File: src/afd_pkg.sv
`default_nettype none

package afd_pkg;

    // Parser phase
    typedef enum logic [2:0] {
        PH_HUNT   = 3'd0,
        PH_LEN_HI = 3'd1,
        PH_LEN_LO = 3'd2,
        PH_TYPE   = 3'd3,
        PH_BODY   = 3'd4,
        PH_CHECK  = 3'd5
    } t_phase;

    // End status codes
    localparam logic [1:0] ST_GOOD     = 2'd0;
    localparam logic [1:0] ST_BAD_SUM  = 2'd1;
    localparam logic [1:0] ST_UNKNOWN  = 2'd2;
    localparam logic [1:0] ST_NO_DELIM = 2'd3;

    localparam int          NUM_KINDS    = 5;
    localparam logic [2:0]  KIND_UNKNOWN = 3'd5;
    localparam logic [7:0]  SUM_GOOD     = 8'hFF;

    // Configuration register indexes
    localparam logic [2:0] CFG_START_DELIM   = 3'd0;
    localparam logic [2:0] CFG_TX_STATUS     = 3'd1;
    localparam logic [2:0] CFG_ZB_TX_STATUS  = 3'd2;
    localparam logic [2:0] CFG_RX_LONG_ADDR  = 3'd3;
    localparam logic [2:0] CFG_RX_SHORT_ADDR = 3'd4;
    localparam logic [2:0] CFG_ZB_RX         = 3'd5;

    // Configuration as seen by the parser
    typedef struct packed {
        logic [7:0]                 start_delim;
        logic [NUM_KINDS-1:0][7:0]  type_code;
    } t_cfg;

    // One result word
    typedef struct packed {
        logic        is_last;
        logic [7:0]  body_byte;
        logic [15:0] body_index;
        logic [2:0]  frame_kind;
        logic [1:0]  end_status;
    } t_result;

endpackage

`default_nettype wire

File: src/afd_core.sv
`default_nettype none

module afd_core import afd_pkg::*; (
    input  wire logic    i_clk,
    input  wire logic    i_rst_n,
    input  wire logic    i_step,
    input  wire logic [7:0] i_byte,
    input  wire t_cfg    i_cfg,
    output logic         o_has_result,
    output t_result      o_result
);

    t_phase      r_phase,  n_phase;
    logic [15:0] r_pos,    n_pos;
    logic [15:0] r_len,    n_len;
    logic [7:0]  r_sum,    n_sum;
    logic [2:0]  r_kind,   n_kind;

    logic [2:0]  match_kind;
    logic [7:0]  sum_next;
    logic [15:0] pos_next;

    // Type lookup, lowest matching slot wins
    always_comb begin
        match_kind = KIND_UNKNOWN;
        for (int k = NUM_KINDS - 1; k >= 0; k--) begin
            if (i_cfg.type_code[k] == i_byte) begin
                match_kind = 3'(k);
            end
        end
    end

    assign sum_next = r_sum + i_byte;
    assign pos_next = r_pos + 16'd1;

    // Next state and result
    always_comb begin
        n_phase      = r_phase;
        n_pos        = r_pos;
        n_len        = r_len;
        n_sum        = r_sum;
        n_kind       = r_kind;
        o_has_result = 1'b0;
        o_result     = '0;

        case (r_phase)
            PH_LEN_HI: begin
                n_len   = {i_byte, 8'h00};
                n_phase = PH_LEN_LO;
            end
            PH_LEN_LO: begin
                n_len   = {r_len[15:8], i_byte};
                n_phase = PH_TYPE;
            end
            PH_TYPE: begin
                o_has_result = 1'b1;
                if (match_kind == KIND_UNKNOWN) begin
                    o_result.is_last    = 1'b1;
                    o_result.frame_kind = KIND_UNKNOWN;
                    o_result.end_status = ST_UNKNOWN;
                    n_phase = PH_HUNT;
                    n_pos   = '0;
                    n_len   = '0;
                    n_sum   = '0;
                    n_kind  = KIND_UNKNOWN;
                end else if (r_len == 16'd0) begin
                    // empty frame closes bad on its type byte
                    o_result.is_last    = 1'b1;
                    o_result.frame_kind = match_kind;
                    o_result.end_status = ST_BAD_SUM;
                    n_phase = PH_HUNT;
                    n_pos   = '0;
                    n_len   = '0;
                    n_sum   = '0;
                    n_kind  = KIND_UNKNOWN;
                end else begin
                    o_result.body_byte  = i_byte;
                    o_result.frame_kind = match_kind;
                    o_result.end_status = ST_GOOD;
                    n_sum   = sum_next;
                    n_kind  = match_kind;
                    n_pos   = 16'd1;
                    n_phase = (r_len == 16'd1) ? PH_CHECK : PH_BODY;
                end
            end
            PH_BODY: begin
                o_has_result        = 1'b1;
                o_result.body_byte  = i_byte;
                o_result.body_index = r_pos;
                o_result.frame_kind = r_kind;
                o_result.end_status = ST_GOOD;
                n_sum = sum_next;
                n_pos = pos_next;
                if (pos_next == r_len) begin
                    n_phase = PH_CHECK;
                end
            end
            PH_CHECK: begin
                o_has_result        = 1'b1;
                o_result.is_last    = 1'b1;
                o_result.body_index = r_len;
                o_result.frame_kind = r_kind;
                o_result.end_status = (sum_next == SUM_GOOD) ? ST_GOOD : ST_BAD_SUM;
                n_phase = PH_HUNT;
                n_pos   = '0;
                n_len   = '0;
                n_sum   = '0;
                n_kind  = KIND_UNKNOWN;
            end
            default: begin
                // hunting; unused codes land here too
                n_pos  = '0;
                n_len  = '0;
                n_sum  = '0;
                n_kind = KIND_UNKNOWN;
                if (i_byte == i_cfg.start_delim) begin
                    n_phase = PH_LEN_HI;
                end else begin
                    o_has_result        = 1'b1;
                    o_result.is_last    = 1'b1;
                    o_result.frame_kind = KIND_UNKNOWN;
                    o_result.end_status = ST_NO_DELIM;
                    n_phase = PH_HUNT;
                end
            end
        endcase
    end

    // Parser state
    always_ff @(posedge i_clk) begin
        if (!i_rst_n) begin
            r_phase <= PH_HUNT;
            r_pos   <= '0;
            r_len   <= '0;
            r_sum   <= '0;
            r_kind  <= KIND_UNKNOWN;
        end else if (i_step) begin
            r_phase <= n_phase;
            r_pos   <= n_pos;
            r_len   <= n_len;
            r_sum   <= n_sum;
            r_kind  <= n_kind;
        end
    end

endmodule

`default_nettype wire

File: src/api_frame_deframer.sv
// Channel | Direction | Handshake                  | Word
// --------+-----------+----------------------------+---------------------------------
// in      | input     | i_in_valid / o_in_ready    | i_rx_byte
// out     | output    | o_out_valid / i_out_ready  | o_is_last, o_body_byte,
//         |           |                            | o_body_index, o_frame_kind,
//         |           |                            | o_end_status
// cfg     | input     | i_cfg_valid / o_cfg_ready  | i_cfg_index, i_cfg_data
//
// One byte per cycle sustained while the output is not stalled; a byte is
// captured in the input register when taken, and the parser logic loads its
// result into the result register when that byte advances.
// Bytes that produce no result (delimiter, length) never wait on the output.
// An output stall parks the next byte in the input register; a second byte is
// then refused until the result word is taken.
// Reset (synchronous, active low) re-arms delimiter hunting and loads the
// default delimiter and type codes; the cfg port is always ready.
`default_nettype none

module api_frame_deframer import afd_pkg::*; (
    input  wire logic        i_clk,
    input  wire logic        i_rst_n,
    // input bytes
    input  wire logic        i_in_valid,
    output logic             o_in_ready,
    input  wire logic [7:0]  i_rx_byte,
    // results
    output logic             o_out_valid,
    input  wire logic        i_out_ready,
    output logic             o_is_last,
    output logic [7:0]       o_body_byte,
    output logic [15:0]      o_body_index,
    output logic [2:0]       o_frame_kind,
    output logic [1:0]       o_end_status,
    // configuration writes
    input  wire logic        i_cfg_valid,
    output logic             o_cfg_ready,
    input  wire logic [2:0]  i_cfg_index,
    input  wire logic [7:0]  i_cfg_data
);

    t_cfg       r_cfg;
    logic       r_in_valid;
    logic [7:0] r_in_byte;
    logic       r_out_valid;
    t_result    r_out;

    logic       core_has_result;
    t_result    core_result;
    logic       out_free;
    logic       advance;

    // Configuration registers
    assign o_cfg_ready = 1'b1;

    always_ff @(posedge i_clk) begin
        if (!i_rst_n) begin
            r_cfg.start_delim  <= 8'h7E;
            r_cfg.type_code[0] <= 8'h89;
            r_cfg.type_code[1] <= 8'h8B;
            r_cfg.type_code[2] <= 8'h80;
            r_cfg.type_code[3] <= 8'h81;
            r_cfg.type_code[4] <= 8'h90;
        end else if (i_cfg_valid) begin
            case (i_cfg_index)
                CFG_START_DELIM:   r_cfg.start_delim  <= i_cfg_data;
                CFG_TX_STATUS:     r_cfg.type_code[0] <= i_cfg_data;
                CFG_ZB_TX_STATUS:  r_cfg.type_code[1] <= i_cfg_data;
                CFG_RX_LONG_ADDR:  r_cfg.type_code[2] <= i_cfg_data;
                CFG_RX_SHORT_ADDR: r_cfg.type_code[3] <= i_cfg_data;
                CFG_ZB_RX:         r_cfg.type_code[4] <= i_cfg_data;
                default: ;
            endcase
        end
    end

    // Flow control: the parsed byte moves on when its result has room or it makes no result
    assign out_free   = !r_out_valid || i_out_ready;
    assign advance    = r_in_valid && (out_free || !core_has_result);
    assign o_in_ready = !r_in_valid || advance;

    // Input register
    always_ff @(posedge i_clk) begin
        if (!i_rst_n) begin
            r_in_valid <= 1'b0;
        end else if (i_in_valid && o_in_ready) begin
            r_in_valid <= 1'b1;
        end else if (advance) begin
            r_in_valid <= 1'b0;
        end
    end

    always_ff @(posedge i_clk) begin
        if (i_in_valid && o_in_ready) begin
            r_in_byte <= i_rx_byte;
        end
    end

    afd_core u_core (
        .i_clk        (i_clk),
        .i_rst_n      (i_rst_n),
        .i_step       (advance),
        .i_byte       (r_in_byte),
        .i_cfg        (r_cfg),
        .o_has_result (core_has_result),
        .o_result     (core_result)
    );

    // Result register
    always_ff @(posedge i_clk) begin
        if (!i_rst_n) begin
            r_out_valid <= 1'b0;
        end else if (advance && core_has_result) begin
            r_out_valid <= 1'b1;
        end else if (i_out_ready) begin
            r_out_valid <= 1'b0;
        end
    end

    always_ff @(posedge i_clk) begin
        if (advance && core_has_result) begin
            r_out <= core_result;
        end
    end

    assign o_out_valid  = r_out_valid;
    assign o_is_last    = r_out.is_last;
    assign o_body_byte  = r_out.body_byte;
    assign o_body_index = r_out.body_index;
    assign o_frame_kind = r_out.frame_kind;
    assign o_end_status = r_out.end_status;

    // Body words always belong to a known type and carry good status
    a_body_word: assert property (@(posedge i_clk) disable iff (!i_rst_n)
        r_out_valid && !r_out.is_last |->
            r_out.end_status == ST_GOOD && r_out.frame_kind != KIND_UNKNOWN)
        else $error("body word with bad status or unknown kind");

    // Unknown-type and missing-delimiter ends carry the unknown kind, index 0
    a_unknown_end: assert property (@(posedge i_clk) disable iff (!i_rst_n)
        r_out_valid && (r_out.end_status == ST_UNKNOWN
                        || r_out.end_status == ST_NO_DELIM) |->
            r_out.is_last && r_out.frame_kind == KIND_UNKNOWN
            && r_out.body_index == 16'd0 && r_out.body_byte == 8'd0)
        else $error("malformed unknown or stray end word");

    // A held byte in the input register is not overwritten
    a_in_hold: assert property (@(posedge i_clk) disable iff (!i_rst_n)
        r_in_valid && !advance |=> r_in_valid && $stable(r_in_byte))
        else $error("input register lost a byte");

    // A result is only loaded when the result register has room
    a_no_overrun: assert property (@(posedge i_clk) disable iff (!i_rst_n)
        advance && core_has_result |-> out_free)
        else $error("result register overrun");

endmodule

`default_nettype wire
File: config.mk
export PLATFORM = sky130hd
export DESIGN_NAME = api_frame_deframer
export DESIGN_NICKNAME = d
export VERILOG_FILES = /design/src/afd_pkg.sv /design/src/afd_core.sv /design/src/api_frame_deframer.sv
export SDC_FILE = /design/constraint.sdc
export NUM_CORES = 1
export LEC_CHECK = 0
export BUFFER_PORTS_ARGS = -buffer_cell sky130_fd_sc_hd__buf_4
export CAP_MARGIN = 20
export CELL_PAD_IN_SITES_DETAIL_PLACEMENT = 0
export CELL_PAD_IN_SITES_GLOBAL_PLACEMENT = 1
export CORE_MARGIN = 5
export CORE_UTILIZATION = 46
export DETAILED_ROUTE_END_ITERATION = 10
export PLACE_DENSITY_LB_ADDON = 0.3
export SYNTH_ARGS = -nofsm -noshare
export SYNTH_HDL_FRONTEND = slang
export SYNTH_SLANG_ARGS = --single-unit
File: constraint.sdc
create_clock -name i_clk -period 3.4 [get_ports i_clk]
set_clock_uncertainty 0.05 [all_clocks]
set_input_delay 0.68 -clock i_clk [delete_from_list [all_inputs] [get_ports i_clk]]
set_output_delay 0.68 -clock i_clk [all_outputs]
set_load 0.1 [all_outputs]
==> impl_metrics.toml, run 1 <==
[finish]
fill_cells = 1316
syn2layout_area_growth_pct = 17.3
num_antenna_cells = 0
drive_gt1_share_pct = 14.7
seq_area_mm2 = 0.00306
multi_input_area_mm2 = 0.00359
nets = 878

[timing]
final-hold-violation-count = 0
tightestPinTransition_ps = 985
tns_ps = 0
slew_headroom_pct = 34.1
slew_violations = 0
rsz0062_at_grt = "no"
period_needed_ps = 3240
min_period_over_period_pct = 95.2
setup_ws_ps = 165
setup_viol = 0
fmax_mhz = 309

[global_route]
grt-ovfl-total = 0
antenna_found_initial = 0
grt_first_pass_wirelength_um = 31000
grt_pass1_vias = 5687
track_usage_pct = 22.2
grt_max_degree = 39

[clocking]
cts.root.buffer_cell = "clkbuf_16"
cts_tree = "built"
h-tree-depth = 4
insertion_delay_ps = 430
postCtsHoldBufs = 0
clock_sinks = 134
path_clk_slew_ps = 60
ctsLongestPathBuffers = 2
cts_inserted_buffers = 17

[synthesis]
seq_area_frac_synth_pct = 44.2
synth_warnings = 0
synth_area_mm2 = 0.00693
ys_ff_latch = 134
syn_inst = 795
syn_avg_cell_area_um2 = 8.71
syn-num-nets = 828
ys.flop_type = "dfxtp_1"
synth_async_sr_flop_share_pct = 0
synth-edff-count = 38
synthDistinctLibCells = 62

[worst_setup_path]
r2r_cells = 9
critPathArrivalTime_ps = 2510
critPathMaxFanout = 5
cp-end-kind = "output port"
rrSetupSlack_ps = 280
cp.required_ps = 2670
timing.rr.start = "r_in_byte[7]"
crit_path_start_kind = "register"
path_class = "register to output port"
startpoint = "r_in_byte[0]"
rr_endpoint = "u_core.r_len[15]"

[drt]
drc = 0
dr_wl_met3_um = 1160
wl_met2_um = 8750
first_iter_violations = 595
dr.pass1.iters = 7
wl_met1_um = 9000
top_layer = "met4"
routedWlPerCell_um = 18.5
routed_wl_um = 19300
drtAntennaViolNets = 0
vias = 5944
viasPerCell = 5.70

[worst_hold_path]
whs_path_depth = 1
min-delay-start = "i_rx_byte[3]"
worst_hold_path_type = "input port to register"
min_to = "r_in_byte[3]"

[floorplanning]
fp.dieW_um = 133
dieArea_mm2 = 0.0176
core_area_mm2 = 0.0146
io_pins = 57
rows = 44
initial_utilization_pct = 47.3
die_h_um = 133

[place]
io_buffers = 55
post-dp-hpwl_um = 13800
gp_congestion = 0.904
place_ws_ps = 264

[power]
power.leakage_uw = 0.00300
power_density_mw_per_mm2 = 503
vdd.ir_drop.worst_v = 0.000320

[status]
status = "finished, final reports clean"

[flow_run]
maxCapViolations = 0
cells by family after synthesis:
kind of cell,count (synthesis),share of synthesized area (%)
other,1,0.0541
buffers and inverters,59,3.90
adder cells (fa/ha/maj),9,1.73
flip-flops,134,44.2
multiplexers,36,5.22
XOR/XNOR,76,9.72
AO/OA/AOI/OAI,130,11.1
AND/OR/NAND/NOR,350,24.1
routing by layer:
metal	global-route usage, %	vias to the layer above
met3	4.94	33
met4	7.68	0
li1	-	2856
met5	0	-
met2	34.5	201
met1	30.5	2854
worst max path at each step:
stage / to / cells past startpoint
after floorplan: o_in_ready / 6
after global placement: u_core.r_len[8] / 7
after detailed placement: u_core.r_len[15] / 7
after CTS: o_in_ready / 6
after global routing: o_in_ready / 6
final: o_in_ready / 6
through the flow:
stage          std cells  hold slack, ps  total power, uW  cell area [um^2]  utilization [%]
2_1_floorplan        795             382             2150              6930                -
3_3_place_gp        1003             393             2290              7480             51.1
3_5_place_dp        1003             405             2300              7480             51.1
4_1_cts             1037             366             4100              8080             55.2
5_1_grt             1042             361             4210              8120             55.5
6_report            1042             378             4090              8120             55.5
worst max-delay path, cell delays in order (launching register included):
cell and delay [ps]:
edfxtp_1 490, xor2_1 210, nor4_4 400, nand2_1 170, a221o_1 420, nand3_1 150
buf_6 240
power by group:
part | total [uW] | internal (uW) | switching, uW
clock | 1810 | 1080 | 730
combinational | 534 | 164 | 371
sequential | 1740 | 1690 | 44.9
total | 4090 | 2940 | 1150
registers in the layout, indices dropped and copies added (netlist names), 2 cells and up:
signal / cells
r_cfg: 48
o_body_index: 16
u_core.r_len: 16
u_core.r_pos: 16
o_body_byte: 8
r_in_byte: 8
u_core.r_sum: 8
o_frame_kind: 3
u_core.r_kind: 3
u_core.r_phase: 3
o_end_status: 2
synth_stat cells, types with 3 or more instances:
master	number	area (um^2)
nand4b_1	4	35.0
nand3_1	41	205
nor3_1	11	55.1
mux2i_1	35	350
buf_2	5	25.0
or3_1	12	75.1
and3_1	6	37.5
xor2_1	30	263
nor4_1	8	50.1
o21ai_0	24	120
nand4_1	14	87.6
or2_2	3	18.8
a21oi_1	67	335
nand2b_1	3	18.8
nor2_1	43	161
nand2_1	167	627
and2_1	12	75.1
buf_4	3	22.5
or4_1	4	30.0
ha_1	8	100
buf_1	3	11.3
o211ai_1	3	22.5
a21o_1	3	22.5
a211oi_1	3	22.5
o21a_1	3	22.5
inv_1	6	22.5
edfxtp_1	38	1140
a32oi_1	3	26.3
nand3b_1	3	22.5
dfxtp_1	96	1920
o31ai_1	3	22.5
buf_6	4	45.0
clkbuf_1	36	135
nor2b_1	11	68.8
xnor2_1	45	394
a31oi_1	4	25.0
placed cells by master (no fill, tap or decap), types with 4 or more instances in the layout:
master	n
or4_1	4
nand3_1	41
nor2_1	43
nor4_1	8
ha_1	8
or3_1	12
nand4b_1	4
xor2_1	30
nor2b_1	11
dfxtp_1	96
a31oi_1	4
and2_1	12
inv_1	6
clkbuf_16	17
clkinv_4	4
mux2i_1	35
nor3_1	11
edfxtp_1	38
xnor2_1	45
a21oi_1	67
and3_1	6
buf_4	82
o21ai_0	24
nand4_1	14
nand2_1	167
cell type report:
cell class | count | share of cell area [%]
Clock buffer | 18 | 5.29
Clock inverter | 14 | 1.88
Inverter | 7 | 0.324
Multi-Input combinational cell | 602 | 44.2
Sequential cell | 134 | 37.7
Tap cell | 184 | 2.84
Timing Repair Buffer | 83 | 7.72
what timing repair did:
item	CTS	global route
resized for setup	0	1
endpoints found under the setup margin	1	1
cloned	0	0
buffers inserted	2	5
No activity file was read; power rests on OpenSTA's default activity.
==> run 2, diff against run 1 <==
CORE_UTILIZATION = 35   (was 46)
clock period = 4.1 ns   (was 3.4 ns; I/O delays follow)
==> impl_metrics.toml, run 2 (same netlist as run 1, synthesis figures left out) <==
[worst_setup_path]
path_class = "register to output port"
cp-end-kind = "output port"
cp_num_buf_inv = 1
cp.required_ps = 3230
critical-path-max-stage-delay_ps = 730
path_cells = "xor2_1, nor4_4, nand2_1, a221o_1, nand3_1, buf_4"
critPathArrivalTime_ps = 2720
critPathTopFamily = "flip-flops"
slowest_stage = "edfxtp_1"
crit_path_start_kind = "register"
critPathMaxFanout = 10

[status]
status = "finished, final reports clean"

[clocking]
postCtsHoldBufs = 0
clock_sinks = 134
cts_resized = 0
cts_tree = "built"
insertion_delay_ps = 430
path_clk_slew_ps = 60
cts_inserted_buffers = 17
ctsLongestPathBuffers = 2
postCtsSetupBuffers = 0
cts.root.buffer_cell = "clkbuf_16"
h-tree-depth = 4

[power]
vdd.ir_drop.worst_v = 0.000290
power_density_mw_per_mm2 = 437
power.leakage_uw = 0.00296

[floorplanning]
core_area_mm2 = 0.0195
dieArea_mm2 = 0.0227
io_pins = 57
rows = 51
initial_utilization_pct = 35.6
die_h_um = 151
fp.dieW_um = 151

[timing]
final-hold-violation-count = 0
setup_viol = 0
period_needed_ps = 3590
tns_ps = 0
fmax_mhz = 279
rsz0062_at_grt = "no"
tightestPinTransition_ps = 885
slew_headroom_pct = 40.7
slew_violations = 0
min_period_over_period_pct = 87.5

[place]
post-dp-hpwl_um = 13900
dp_cells = 1074
gp_congestion = 0.835
io_buffers = 55

[flow_run]
maxCapViolations = 0

[finish]
largest_reg_flops = 48
drive_gt1_share_pct = 12.8
final_cell_mix = "nand2_1 (167), dfxtp_1 (96), a21oi_1 (67)"
num_antenna_cells = 0
regMostFlops = "r_cfg"
syn2layout_area_growth_pct = 17.9
nets = 861
layout_commonest_cell = "nand2_1"
stdcell_count = 1106

[global_route]
grt_pass1_vias = 5519
gr-usage-met2_pct = 28.2
met1_usage_pct = 25.2
grt_first_pass_wirelength_um = 31400
grt-ovfl-total = 0
grt_max_degree = 53
top_usage_layer = "met2"
antenna_found_initial = 0
use_met3_pct = 3.52
track_usage_pct = 18.1

[drt]
first_iter_violations = 391
routed_wl_um = 19600
routedWlPerCell_um = 17.7
vias = 5658
dr.pass1.iters = 5
drc = 0
viasPerCell = 5.12
drtAntennaViolNets = 0

[worst_hold_path]
worst_hold_path_type = "register to register"
==> run 2: cell types whose count changed in the layout (fill, tap and decap cells not counted) <==
cell        previous run  this run
clkinvlp_4             3         2
clkbuf_16             17        19
clkbuf_1               1         2
inv_6                  3         0
clkinv_4               4         3
bufinv_16              2         4
buf_4                 82        66
buf_6                  1         0
==> run 2: power breakdown <==
group	internal, uW	total [uW]	switching (uW)
Sequential	1400	1450	45.6
Combinational	125	422	297
Clock	1090	1690	602
Total	2620	3570	945
==> run 2: final timing paths <==
| kind | depth (start not counted) | from | slack [ps] | end |
|---|---|---|---|---|
| min | 2 | u_core.r_kind[1] | 400 | u_core.r_kind[1] |
| max reg2reg | 7 | r_in_byte[4] | 860 | u_core.r_len[8] |
| max | 6 | r_in_byte[4] | 510 | o_in_ready |
| min reg2reg | 2 | u_core.r_kind[1] | 400 | u_core.r_kind[1] |
==> run 2: stage by stage <==
stage          power, uW  hold WS (ps)  setup WS, ps  util (%)  instance area (um^2)
2_1_floorplan       1780           382           867         -                  6930
3_3_place_gp        1900           393           919      38.6                  7510
3_5_place_dp        1900           397           851      38.6                  7510
4_1_cts             3590           405           471      41.9                  8160
5_1_grt             3680           421           310      41.9                  8160
6_report            3570           403           512      41.9                  8160
==> run 2: per-layer routing <==
metal	share of wire, %	vias to the layer above
li1	-	2822
met1	48	2680
met2	46	135
met3	4.5	21
met4	1.6	0
met5	0	-
==> run 2: layout make-up <==
class,instances,area (um^2)
Tap cell,265,332
Clock buffer,21,483
Inverter,7,26.3
Multi-Input combinational cell,602,3590
Fill cell,1955,11300
Sequential cell,134,3060
Timing Repair Buffer,66,495
Clock inverter,11,170
==> run 2: worst reg2reg max path: cells and delay by family (launching register included) <==
kind                      cells  cell delay, ps
xor gates and xnor gates      1             200
and+or+nand+nor               3            1200
muxes                         1             260
AOI/OAI and AO/OA             2             730
DFF                           1             730
